$ cat config.mk
export PLATFORM = sky130hd
export DESIGN_NAME = irc_message_field_splitter_flat
export DESIGN_NICKNAME = d
export VERILOG_FILES = /design/src/rtl/ircfs_pkg.sv /design/src/rtl/ircfs_if.sv /design/src/rtl/ircfs_classify.sv /design/src/rtl/irc_message_field_splitter.sv /design/src/flat_wrapper.sv
export SDC_FILE = /design/constraint.sdc
export NUM_CORES = 1
export LEC_CHECK = 0
export BUFFER_PORTS_ARGS = -buffer_cell sky130_fd_sc_hd__clkbuf_2
export CAP_MARGIN = 20
export CORE_MARGIN = 3
export CORE_UTILIZATION = 57
export DETAILED_ROUTE_END_ITERATION = 8
export PLACE_DENSITY = 0.82
export SYNTH_ARGS = -nofsm -noshare
export SYNTH_HDL_FRONTEND = slang
export SYNTH_HIERARCHICAL = 1
export SYNTH_SLANG_ARGS = --single-unit
$ cat constraint.sdc
create_clock -name clk -period 4.2 [get_ports clk]
set_input_delay 0.63 -clock clk [delete_from_list [all_inputs] [get_ports clk]]
set_output_delay 0.63 -clock clk [all_outputs]
set_load 0.01 [all_outputs]
$ cat src/rtl/ircfs_pkg.sv
// shared types and constants for the irc message field splitter
package ircfs_pkg;

  localparam logic [7:0] CH_COLON = 8'h3a;
  localparam logic [7:0] CH_SPACE = 8'h20;
  localparam logic [7:0] CH_BANG  = 8'h21;
  localparam logic [7:0] CH_AT    = 8'h40;

  localparam int          CountW       = 4;
  localparam logic [CountW-1:0] MaxMiddleReset = 4'd14;

  typedef enum logic [2:0] {
    CL_DELIM   = 3'd0,
    CL_NICK    = 3'd1,
    CL_HOST    = 3'd2,
    CL_COMMAND = 3'd3,
    CL_MIDDLE  = 3'd4,
    CL_TRAIL   = 3'd5
  } field_class_t;

  typedef enum logic [6:0] {
    PH_START       = 7'b0000001,
    PH_PFX_FIRST   = 7'b0000010,
    PH_PFX_IN      = 7'b0000100,
    PH_GAP         = 7'b0001000,
    PH_WORD        = 7'b0010000,
    PH_TRAIL_FIRST = 7'b0100000,
    PH_TRAIL       = 7'b1000000
  } phase_t;

  typedef struct packed {
    phase_t            phase;
    logic [CountW-1:0] middle_count;
    logic              host_begun;
    logic              command_seen;
  } parse_state_t;

  typedef struct packed {
    field_class_t      field_class;
    logic [CountW-1:0] param_number;
    logic              field_start;
    logic              message_valid;
  } byte_tag_t;

endpackage

$ cat src/rtl/ircfs_if.sv
// channel interfaces for message bytes and tagged results
interface ircfs_byte_if;
  logic       valid;
  logic       ready;
  logic [7:0] data_byte;
  logic       end_of_message;

  modport source (output valid, output data_byte, output end_of_message, input ready);
  modport sink (input valid, input data_byte, input end_of_message, output ready);
endinterface

interface ircfs_tag_if;
  logic       valid;
  logic       ready;
  logic [7:0] echo_byte;
  logic [2:0] field_class;
  logic [3:0] param_number;
  logic       field_start;
  logic       message_valid;
  logic       last_of_message;

  modport source (output valid, output echo_byte, output field_class, output param_number,
                  output field_start, output message_valid, output last_of_message,
                  input ready);
  modport sink (input valid, input echo_byte, input field_class, input param_number,
                input field_start, input message_valid, input last_of_message,
                output ready);
endinterface

$ cat src/rtl/ircfs_classify.sv
// per-byte field classification and next parser state
module ircfs_classify
  import ircfs_pkg::*;
(
  input  parse_state_t      cur,
  input  logic [7:0]        data_byte,
  input  logic              end_of_message,
  input  logic [CountW-1:0] max_middle,
  output parse_state_t      nxt,
  output byte_tag_t         tag
);

  logic [CountW-1:0] count_inc;
  logic              is_colon;
  logic              is_space;
  logic              is_sep;

  assign count_inc = cur.middle_count + 1'b1;
  assign is_colon  = (data_byte == CH_COLON);
  assign is_space  = (data_byte == CH_SPACE);
  assign is_sep    = (data_byte == CH_BANG) || ((data_byte == CH_AT) && !cur.host_begun);

  always_comb begin
    nxt               = cur;
    tag.field_class   = CL_DELIM;
    tag.param_number  = '0;
    tag.field_start   = 1'b0;
    case (cur.phase)
      PH_START: begin
        if (is_colon) begin
          nxt.phase = PH_PFX_FIRST;
        end else if (is_space) begin
          nxt.phase = PH_GAP;
        end else begin
          tag.field_class  = CL_COMMAND;
          tag.field_start  = 1'b1;
          nxt.command_seen = 1'b1;
          nxt.phase        = PH_WORD;
        end
      end
      PH_PFX_FIRST, PH_PFX_IN: begin
        if (is_sep) begin
          nxt.host_begun = 1'b1;
          nxt.phase      = PH_PFX_FIRST;
        end else if (is_space) begin
          nxt.phase = PH_GAP;
        end else begin
          tag.field_class = cur.host_begun ? CL_HOST : CL_NICK;
          tag.field_start = (cur.phase == PH_PFX_FIRST);
          nxt.phase       = PH_PFX_IN;
        end
      end
      PH_GAP: begin
        if (is_space) begin
          nxt.phase = PH_GAP;
        end else if (!cur.command_seen) begin
          tag.field_class  = CL_COMMAND;
          tag.field_start  = 1'b1;
          nxt.command_seen = 1'b1;
          nxt.phase        = PH_WORD;
        end else if (is_colon) begin
          nxt.phase = PH_TRAIL_FIRST;
        end else if (cur.middle_count >= max_middle) begin
          tag.field_class = CL_TRAIL;
          tag.field_start = 1'b1;
          nxt.phase       = PH_TRAIL;
        end else begin
          nxt.middle_count = count_inc;
          tag.field_class  = CL_MIDDLE;
          tag.param_number = count_inc;
          tag.field_start  = 1'b1;
          nxt.phase        = PH_WORD;
        end
      end
      PH_WORD: begin
        if (is_space) begin
          nxt.phase = PH_GAP;
        end else if (cur.middle_count == '0) begin
          tag.field_class = CL_COMMAND;
        end else begin
          tag.field_class  = CL_MIDDLE;
          tag.param_number = cur.middle_count;
        end
      end
      PH_TRAIL_FIRST: begin
        tag.field_class = CL_TRAIL;
        tag.field_start = 1'b1;
        nxt.phase       = PH_TRAIL;
      end
      default: begin
        tag.field_class = CL_TRAIL;
        nxt.phase       = PH_TRAIL;
      end
    endcase

    tag.message_valid = end_of_message && nxt.command_seen;

    // last byte closes the message, parser starts clean
    if (end_of_message) begin
      nxt.phase        = PH_START;
      nxt.middle_count = '0;
      nxt.host_begun   = 1'b0;
      nxt.command_seen = 1'b0;
    end
  end

endmodule

$ cat src/rtl/irc_message_field_splitter.sv
// top level of the irc message field splitter
//
// Takes one raw IRC message byte per request on in_ch (data_byte plus an
// end_of_message flag on the final byte) and returns one tagged result per
// byte on out_ch: the byte itself, its field class (delimiter, prefix nick,
// host info, command, middle, trailing), the middle parameter number, a
// field start flag, and on the last byte message_valid and last_of_message.
// cfg_we/cfg_wdata set how many middle parameters are allowed before the
// rest of the message becomes trailing; write it only while idle.
// Each result is registered after the single classification step between
// the parser state register and the result register; throughput is one
// byte per cycle while out_ch.ready does not hold the result register.
// The result register holds its request while out_ch.ready is low; a new
// byte is still taken in the same cycle the held result leaves, so stalls
// on the output only hold the input for as long as they last.
// Reset clears the parser to the start of a message, empties the result
// register and sets the middle parameter limit to fourteen.
module irc_message_field_splitter
  import ircfs_pkg::*;
(
  input  logic              clk,
  input  logic              rst_n,
  ircfs_byte_if.sink        in_ch,
  ircfs_tag_if.source       out_ch,
  input  logic              cfg_we,
  input  logic [CountW-1:0] cfg_wdata
);

  parse_state_t      state_r, state_nxt;
  byte_tag_t         tag_nxt, tag_r;
  logic [CountW-1:0] max_middle_r;
  logic              out_valid_r;
  logic [7:0]        echo_r;
  logic              last_r;
  logic              accept;

  assign in_ch.ready = !out_valid_r || out_ch.ready;
  assign accept      = in_ch.valid && in_ch.ready;

  ircfs_classify u_classify (
    .cur            (state_r),
    .data_byte      (in_ch.data_byte),
    .end_of_message (in_ch.end_of_message),
    .max_middle     (max_middle_r),
    .nxt            (state_nxt),
    .tag            (tag_nxt)
  );

  always_ff @(posedge clk) begin
    if (!rst_n) begin
      state_r.phase        <= PH_START;
      state_r.middle_count <= '0;
      state_r.host_begun   <= 1'b0;
      state_r.command_seen <= 1'b0;
      max_middle_r         <= MaxMiddleReset;
      out_valid_r          <= 1'b0;
    end else begin
      if (cfg_we) begin
        max_middle_r <= cfg_wdata;
      end
      if (accept) begin
        state_r     <= state_nxt;
        out_valid_r <= 1'b1;
      end else if (out_ch.ready) begin
        out_valid_r <= 1'b0;
      end
    end
  end

  always_ff @(posedge clk) begin
    if (accept) begin
      tag_r  <= tag_nxt;
      echo_r <= in_ch.data_byte;
      last_r <= in_ch.end_of_message;
    end
  end

  assign out_ch.valid           = out_valid_r;
  assign out_ch.echo_byte       = echo_r;
  assign out_ch.field_class     = tag_r.field_class;
  assign out_ch.param_number    = tag_r.param_number;
  assign out_ch.field_start     = tag_r.field_start;
  assign out_ch.message_valid   = tag_r.message_valid;
  assign out_ch.last_of_message = last_r;

endmodule
$ cat src/flat_wrapper.sv
// flat-port wrapper written by rule: the top's interface ports become plain ports
module irc_message_field_splitter_flat import ircfs_pkg::*;
  (clk, rst_n, cfg_we, cfg_wdata, in_ch_valid, in_ch_data_byte, in_ch_end_of_message, in_ch_ready, out_ch_valid, out_ch_echo_byte, out_ch_field_class, out_ch_param_number, out_ch_field_start, out_ch_message_valid, out_ch_last_of_message, out_ch_ready);
  ircfs_byte_if in_ch_i ();
  ircfs_tag_if out_ch_i ();
  input  logic clk;
  input  logic rst_n;
  input  logic cfg_we;
  input  logic [CountW-1:0] cfg_wdata;
  input wire logic [$bits(in_ch_i.valid)-1:0] in_ch_valid;
  input wire logic [$bits(in_ch_i.data_byte)-1:0] in_ch_data_byte;
  input wire logic [$bits(in_ch_i.end_of_message)-1:0] in_ch_end_of_message;
  output wire logic [$bits(in_ch_i.ready)-1:0] in_ch_ready;
  output wire logic [$bits(out_ch_i.valid)-1:0] out_ch_valid;
  output wire logic [$bits(out_ch_i.echo_byte)-1:0] out_ch_echo_byte;
  output wire logic [$bits(out_ch_i.field_class)-1:0] out_ch_field_class;
  output wire logic [$bits(out_ch_i.param_number)-1:0] out_ch_param_number;
  output wire logic [$bits(out_ch_i.field_start)-1:0] out_ch_field_start;
  output wire logic [$bits(out_ch_i.message_valid)-1:0] out_ch_message_valid;
  output wire logic [$bits(out_ch_i.last_of_message)-1:0] out_ch_last_of_message;
  input wire logic [$bits(out_ch_i.ready)-1:0] out_ch_ready;
  assign in_ch_i.valid = in_ch_valid;
  assign in_ch_i.data_byte = in_ch_data_byte;
  assign in_ch_i.end_of_message = in_ch_end_of_message;
  assign in_ch_ready = in_ch_i.ready;
  assign out_ch_valid = out_ch_i.valid;
  assign out_ch_echo_byte = out_ch_i.echo_byte;
  assign out_ch_field_class = out_ch_i.field_class;
  assign out_ch_param_number = out_ch_i.param_number;
  assign out_ch_field_start = out_ch_i.field_start;
  assign out_ch_message_valid = out_ch_i.message_valid;
  assign out_ch_last_of_message = out_ch_i.last_of_message;
  assign out_ch_i.ready = out_ch_ready;
  irc_message_field_splitter u_core (.clk(clk), .rst_n(rst_n), .in_ch(in_ch_i), .out_ch(out_ch_i), .cfg_we(cfg_we), .cfg_wdata(cfg_wdata));
endmodule
Word-level counts from Yosys, hierarchy flattened --
Cells that the tools add are included.
Operators by class: add/subtract/negate cells 1, eq/ne operators 14, reductions and logical operators 17, mux-type cells 45, magnitude comparators 1
Operators by type and width (count):
- $mux 7 | 8
- $mux 4 | 9
- $pmux 7 s4 | 1
- $eq 8x6->1 const B | 3
- $mux 8 | 2
- $mux 13 | 1
- $mux 1 | 12
- $pmux 3 s4 | 1
- $mux 2 | 5
- $reduce_bool 2->1 | 5
- $eq 8x7->1 const B | 1
- $pmux 4 s2 | 1
- $eq 7x1->1 const B | 1
- $eq 7x2->1 const B | 1
- $eq 7x3->1 const B | 1
- $eq 7x4->1 const B | 1
- $eq 7x5->1 const B | 1
- $eq 7x6->1 const B | 1
- $mux 3 | 2
- $ne 2x2->1 const B | 3
- $reduce_and 6->1 | 1
- $mux 5 | 1
- $add 4x1->4 const B | 1
- $ge 4x4->1 | 1
- 10 further kinds | 14
Storage, ports and cells: output and inout bits 20, register bits after elaboration 36, input port bits 18, word-level logic and storage cells 90

Logic depth before layout (Yosys ltp) --
word-level depth 7, depth in mapped cells 9, gate-level depth less buffers 9

Modules after synthesis --
Netlist, hierarchy kept.
Modules (own cells, without submodules):
- irc_message_field_splitter | seq. area each 900.9 um2, times used 1, area an instance 1265.0 um2, cells each 93
- ircfs_classify | seq. area each 0.0 um2, times used 1, area an instance 754.5 um2, cells each 110

Worst setup path before layout --
Ideal clock, no wire load.
path type reg-to-reg, start point reg u_core/state_r[2] in the netlist's numbering, end point reg u_core/state_r[5] in the netlist's numbering, setup time 0.072 ns, arrival time 2.368 ns, path slack 1.761 ns, path buffers 0, data required time 4.128 ns, stages on the path, launching flop included 10, period minus slack after synthesis 2.439 ns, path through dfxtp_1 > inv_1 > ha_1 > nand2b_4 > a2111o_1 > a2111o_1 > or3_1 > a21oi_2 > nand2_1 > mux2i_1
RTL lines:
- start, declared | line irc_message_field_splitter.sv:29 | parse_state_t state_r, state_nxt;
- start signal, assigned | line irc_message_field_splitter.sv:62 | state_r <= state_nxt;

==> flow_metrics.env <==
export IMPL_status="finished, final reports clean"
export IMPL_ctsHtreeMaxLevel=2
export IMPL_timing_rr_start="u_core/state_r[2]"
export IMPL_cpMaxStageDelayCell="a2111o_1"
export IMPL_routed_via_density=5.55
export IMPL_synth_xor_area_share_pct=0.867
export IMPL_synth_top_family_by_area="simple AND/OR/NAND/NOR gates"
export IMPL_power_density_nw_per_um2=292
export IMPL_cts_sinks=36
export IMPL_worstPathCellList="inv_1, ha_1, nand2b_4, a2111o_1, a2111o_1, or3_1, a21oi_2, nand2_1, mux2i_1"
export IMPL_reg2reg_slack_ps=1580
export IMPL_post_cts_resized=0
export IMPL_grt_use_total_pct=18.9
export IMPL_rsz0062_at_grt="false"
export IMPL_portBuffers=37
export IMPL_post_drt_wl_per_cell_um=13.3
export IMPL_grt_pass1_vias=1418
export IMPL_drt_initial_drc_count=103
export IMPL_yosysWarnings=6
export IMPL_cp_common_cell="a2111o_1"
export IMPL_cp_max_fo=6
export IMPL_area_growth_pct=11.5
export IMPL_hold_viol=0
export IMPL_synthSimpleGateAreaFrac_pct=22.9
export IMPL_reg2reg_to="u_core/state_r[5]"
export IMPL_syn_area_um2=2020
export IMPL_max_stage_delay_ps=480
export IMPL_place_gp_congestion=0.880
export IMPL_dr_pass1_iters=4
export IMPL_critPathLaunchType="flip-flop"
export IMPL_tightest_slew_ps=666
export IMPL_crit_required_ps=4470
export IMPL_synth_adder_area_share_pct=4.34
export IMPL_die_w_um=65.5
export IMPL_vias=1572
export IMPL_holdPathStages=2
export IMPL_p_sw_share_pct=25.8
export IMPL_holdCritStartpoint="u_core/max_middle_r[3]"
export IMPL_reg2reg_depth=9
export IMPL_drc=0
export IMPL_path_clk_slew_ps=100
export IMPL_ant_nets=0
export IMPL_synth_compound_area_share_pct=13.4
export IMPL_overflow=0
export IMPL_post_route_period_util_pct=62.3
export IMPL_grt_pass1_wl_um=6320
export IMPL_pwr_share_seq_pct=60.4
export IMPL_synthArstFlopShare_pct=0
export IMPL_synth_edf_count=18
export IMPL_placed_area_um2=2200
export IMPL_min_path_type="reg -> reg"
export IMPL_grt_max_degree=32
export IMPL_final_layout_size_suffix_gt1_share_pct=23.4
export IMPL_power_switching_uw=170
export IMPL_finalNetCount=263
export IMPL_cp_end_kind="flip-flop"
export IMPL_arrival_ps=2890
export IMPL_share_comb_of_total_power_pct=13.9
export IMPL_cts_tree="done"
export IMPL_ctsLongestPathBuffers=2
export IMPL_finalMaxSlewViolations=0
export IMPL_syn_avg_cell_area_um2=9.95
export IMPL_ios=38
export IMPL_postCtsHoldBufs=0
export IMPL_clock_skew_ps=4.31
export IMPL_postCtsSetupRepairBufs=0
export IMPL_criticalPathCategory="reg -> reg"
export IMPL_clockPowerShare_pct=25.7
export IMPL_ir_drop_v=0.000153
export IMPL_core_um2=3200
export IMPL_leakage_uw=0.000912
export IMPL_clock_latency_ps=330
export IMPL_drt_wl_total_um=3760
export IMPL_p_int_uw=488
export IMPL_yosys_most_used_dff="edfxtp_1"
export IMPL_ys_ff_latch=36
export IMPL_antenna_found_initial=0
export IMPL_stdcell_area_um2=2250
export IMPL_max_slew_margin_pct=55.0
export IMPL_die_area_um2=4290
export IMPL_whs_endpoint="u_core/max_middle_r[3]"
export IMPL_post_dp_hpwl_um=2770
export IMPL_start_util_pct=63.0
export IMPL_syn_inst=203
export IMPL_final_setup_viol_count=0
export IMPL_fin_tns_setup_ps=0
export IMPL_row_count=20
export IMPL_antennaDiodeCount=0
export IMPL_synth_nets=228
export IMPL_synth_mux_area_fraction_pct=8.98
export IMPL_synth_distinct_cells=48
export IMPL_ctsRootBufferMaster="clkbuf_4"
export IMPL_finalCriticalPeriod_ps=2620
export IMPL_dieHeight_um=65.5
export IMPL_max_clock_freq_mhz=382
export IMPL_drv_cap=0
export IMPL_cts_buffers=5
export IMPL_seq_area_frac_synth_pct=44.6
==> sequential cells by signal, indices dropped and copies added (netlist names) <==
| name | cells |
|---|---|
| u_core/out_ch.echo_byte | 8 |
| u_core/out_ch.field_start | 1 |
| u_core/state_r | 13 |
| u_core/out_ch.message_valid | 1 |
| u_core/out_ch.last_of_message | 1 |
| u_core/max_middle_r | 4 |
| u_core/out_ch.field_class | 3 |
| u_core/out_ch.valid | 1 |
| u_core/out_ch.param_number | 4 |
==> critical path: cells and delay by family (launching register included) <==
family / cells / cell delay [ps]
buf+inv: 1 / 110
flops: 1 / 420
fa+ha+maj: 1 / 300
simple gates: 3 / 560
compound gates: 3 / 1020
mux: 1 / 140
==> cells by family after synthesis <==
| kind of cell | after synthesis |
|---|---|
| flip-flops | 36 |
| buffers and inverters | 20 |
| multiplexers | 18 |
| AO/OA/AOI/OAI | 35 |
| AND/OR/NAND/NOR | 85 |
| adder cells (fa/ha/maj) | 7 |
| XOR/XNOR | 2 |
==> synth_stat cells, types with 2 or more instances <==
master     count  area [um2]
a2111o_1       2        22.5
a2111oi_2      2        30.0
a211oi_1       2        15.0
a21boi_1       2        15.0
a21oi_1        7        35.0
a22o_1         2        17.5
a31oi_1        3        18.8
clkbuf_1       7        26.3
dfxtp_1       18         360
edfxtp_1      18         541
ha_1           7        87.6
inv_1         11        41.3
mux2i_1       17         170
nand2_1       35         131
nand2b_1       2        12.5
nand2b_4       2        27.5
nand3_1        5        25.0
nor2_1        11        41.3
nor2b_1        5        31.3
nor3_1         5        25.0
nor3_2         3        30.0
nor4b_1        2        17.5
o211ai_1       3        22.5
o21ai_0        5        25.0
or3_1          3        18.8
xnor2_1        2        17.5
==> power by group through the flow <==
stage / combinational (uW) / clock, uW / sequential, uW
5_1_grt: 102 / 188 / 399
6_report: 91.6 / 169 / 397
4_1_cts: 92.4 / 173 / 397
2_1_floorplan: 58.4 / 0 / 409
3_3_place_gp: 90.7 / 0 / 404
3_5_place_dp: 91.7 / 0 / 405
==> layer usage <==
metal | vias to the layer above | routed length [um] | global-route usage, %
met3 | 5 | 255 | 4.44
li1 | 801 | - | -
met1 | 711 | 1760 | 25.8
met4 | 0 | 41 | 6.74
met5 | - | 0 | 0
met2 | 55 | 1710 | 29.2
==> placed cells by master, fill, tap and decap left out, types with 2 or more instances in the layout <==
cell type,n
nand2_1,35
nand2b_1,2
nand2b_4,2
nor3_1,5
a21oi_1,7
xnor2_1,2
inv_1,11
a2111o_1,2
a22o_1,2
o21ai_0,5
nor3_2,3
or3_1,3
edfxtp_1,18
clkinv_1,2
a21boi_1,2
o211ai_1,3
ha_1,7
a31oi_1,3
a211oi_1,2
clkbuf_4,5
nor2b_1,5
nor4b_1,2
clkbuf_2,37
dfxtp_1,18
nor2_1,11
mux2i_1,17
a2111oi_2,2
nand3_1,5
==> metrics by stage <==
step           cells  hold WS (ps)  worst slack [ps]  total power, uW  utilization (%)
3_5_place_dp     275           463              1620              497             68.8
3_3_place_gp     275           456              1680              495             68.8
6_report         283           485              1580              658             70.3
4_1_cts          283           490              1590              663             70.3
2_1_floorplan    203           434              1760              468                -
5_1_grt          283           486              1440              689             70.3
==> area by class of cell <==
cell class | count | area [um2]
Sequential cell | 36 | 901
Timing Repair Buffer | 37 | 185
Fill cell | 263 | 952
Tap cell | 44 | 55.1
Clock buffer | 6 | 41.3
Clock inverter | 2 | 7.51
Inverter | 11 | 41.3
Multi-Input combinational cell | 147 | 1020
==> worst max path at each step <==
stage                                    to         startpoint  slack, ps
final                     u_core/state_r[5]  u_core/state_r[2]       1580
after global routing      u_core/state_r[5]  u_core/state_r[2]       1440
after CTS                 u_core/state_r[5]  u_core/state_r[2]       1590
after detailed placement  u_core/state_r[5]  u_core/state_r[2]       1620
after global placement    u_core/state_r[5]  u_core/state_r[2]       1680
after floorplan           u_core/state_r[5]  u_core/state_r[2]       1760
Power figures use the tool's default switching activity.
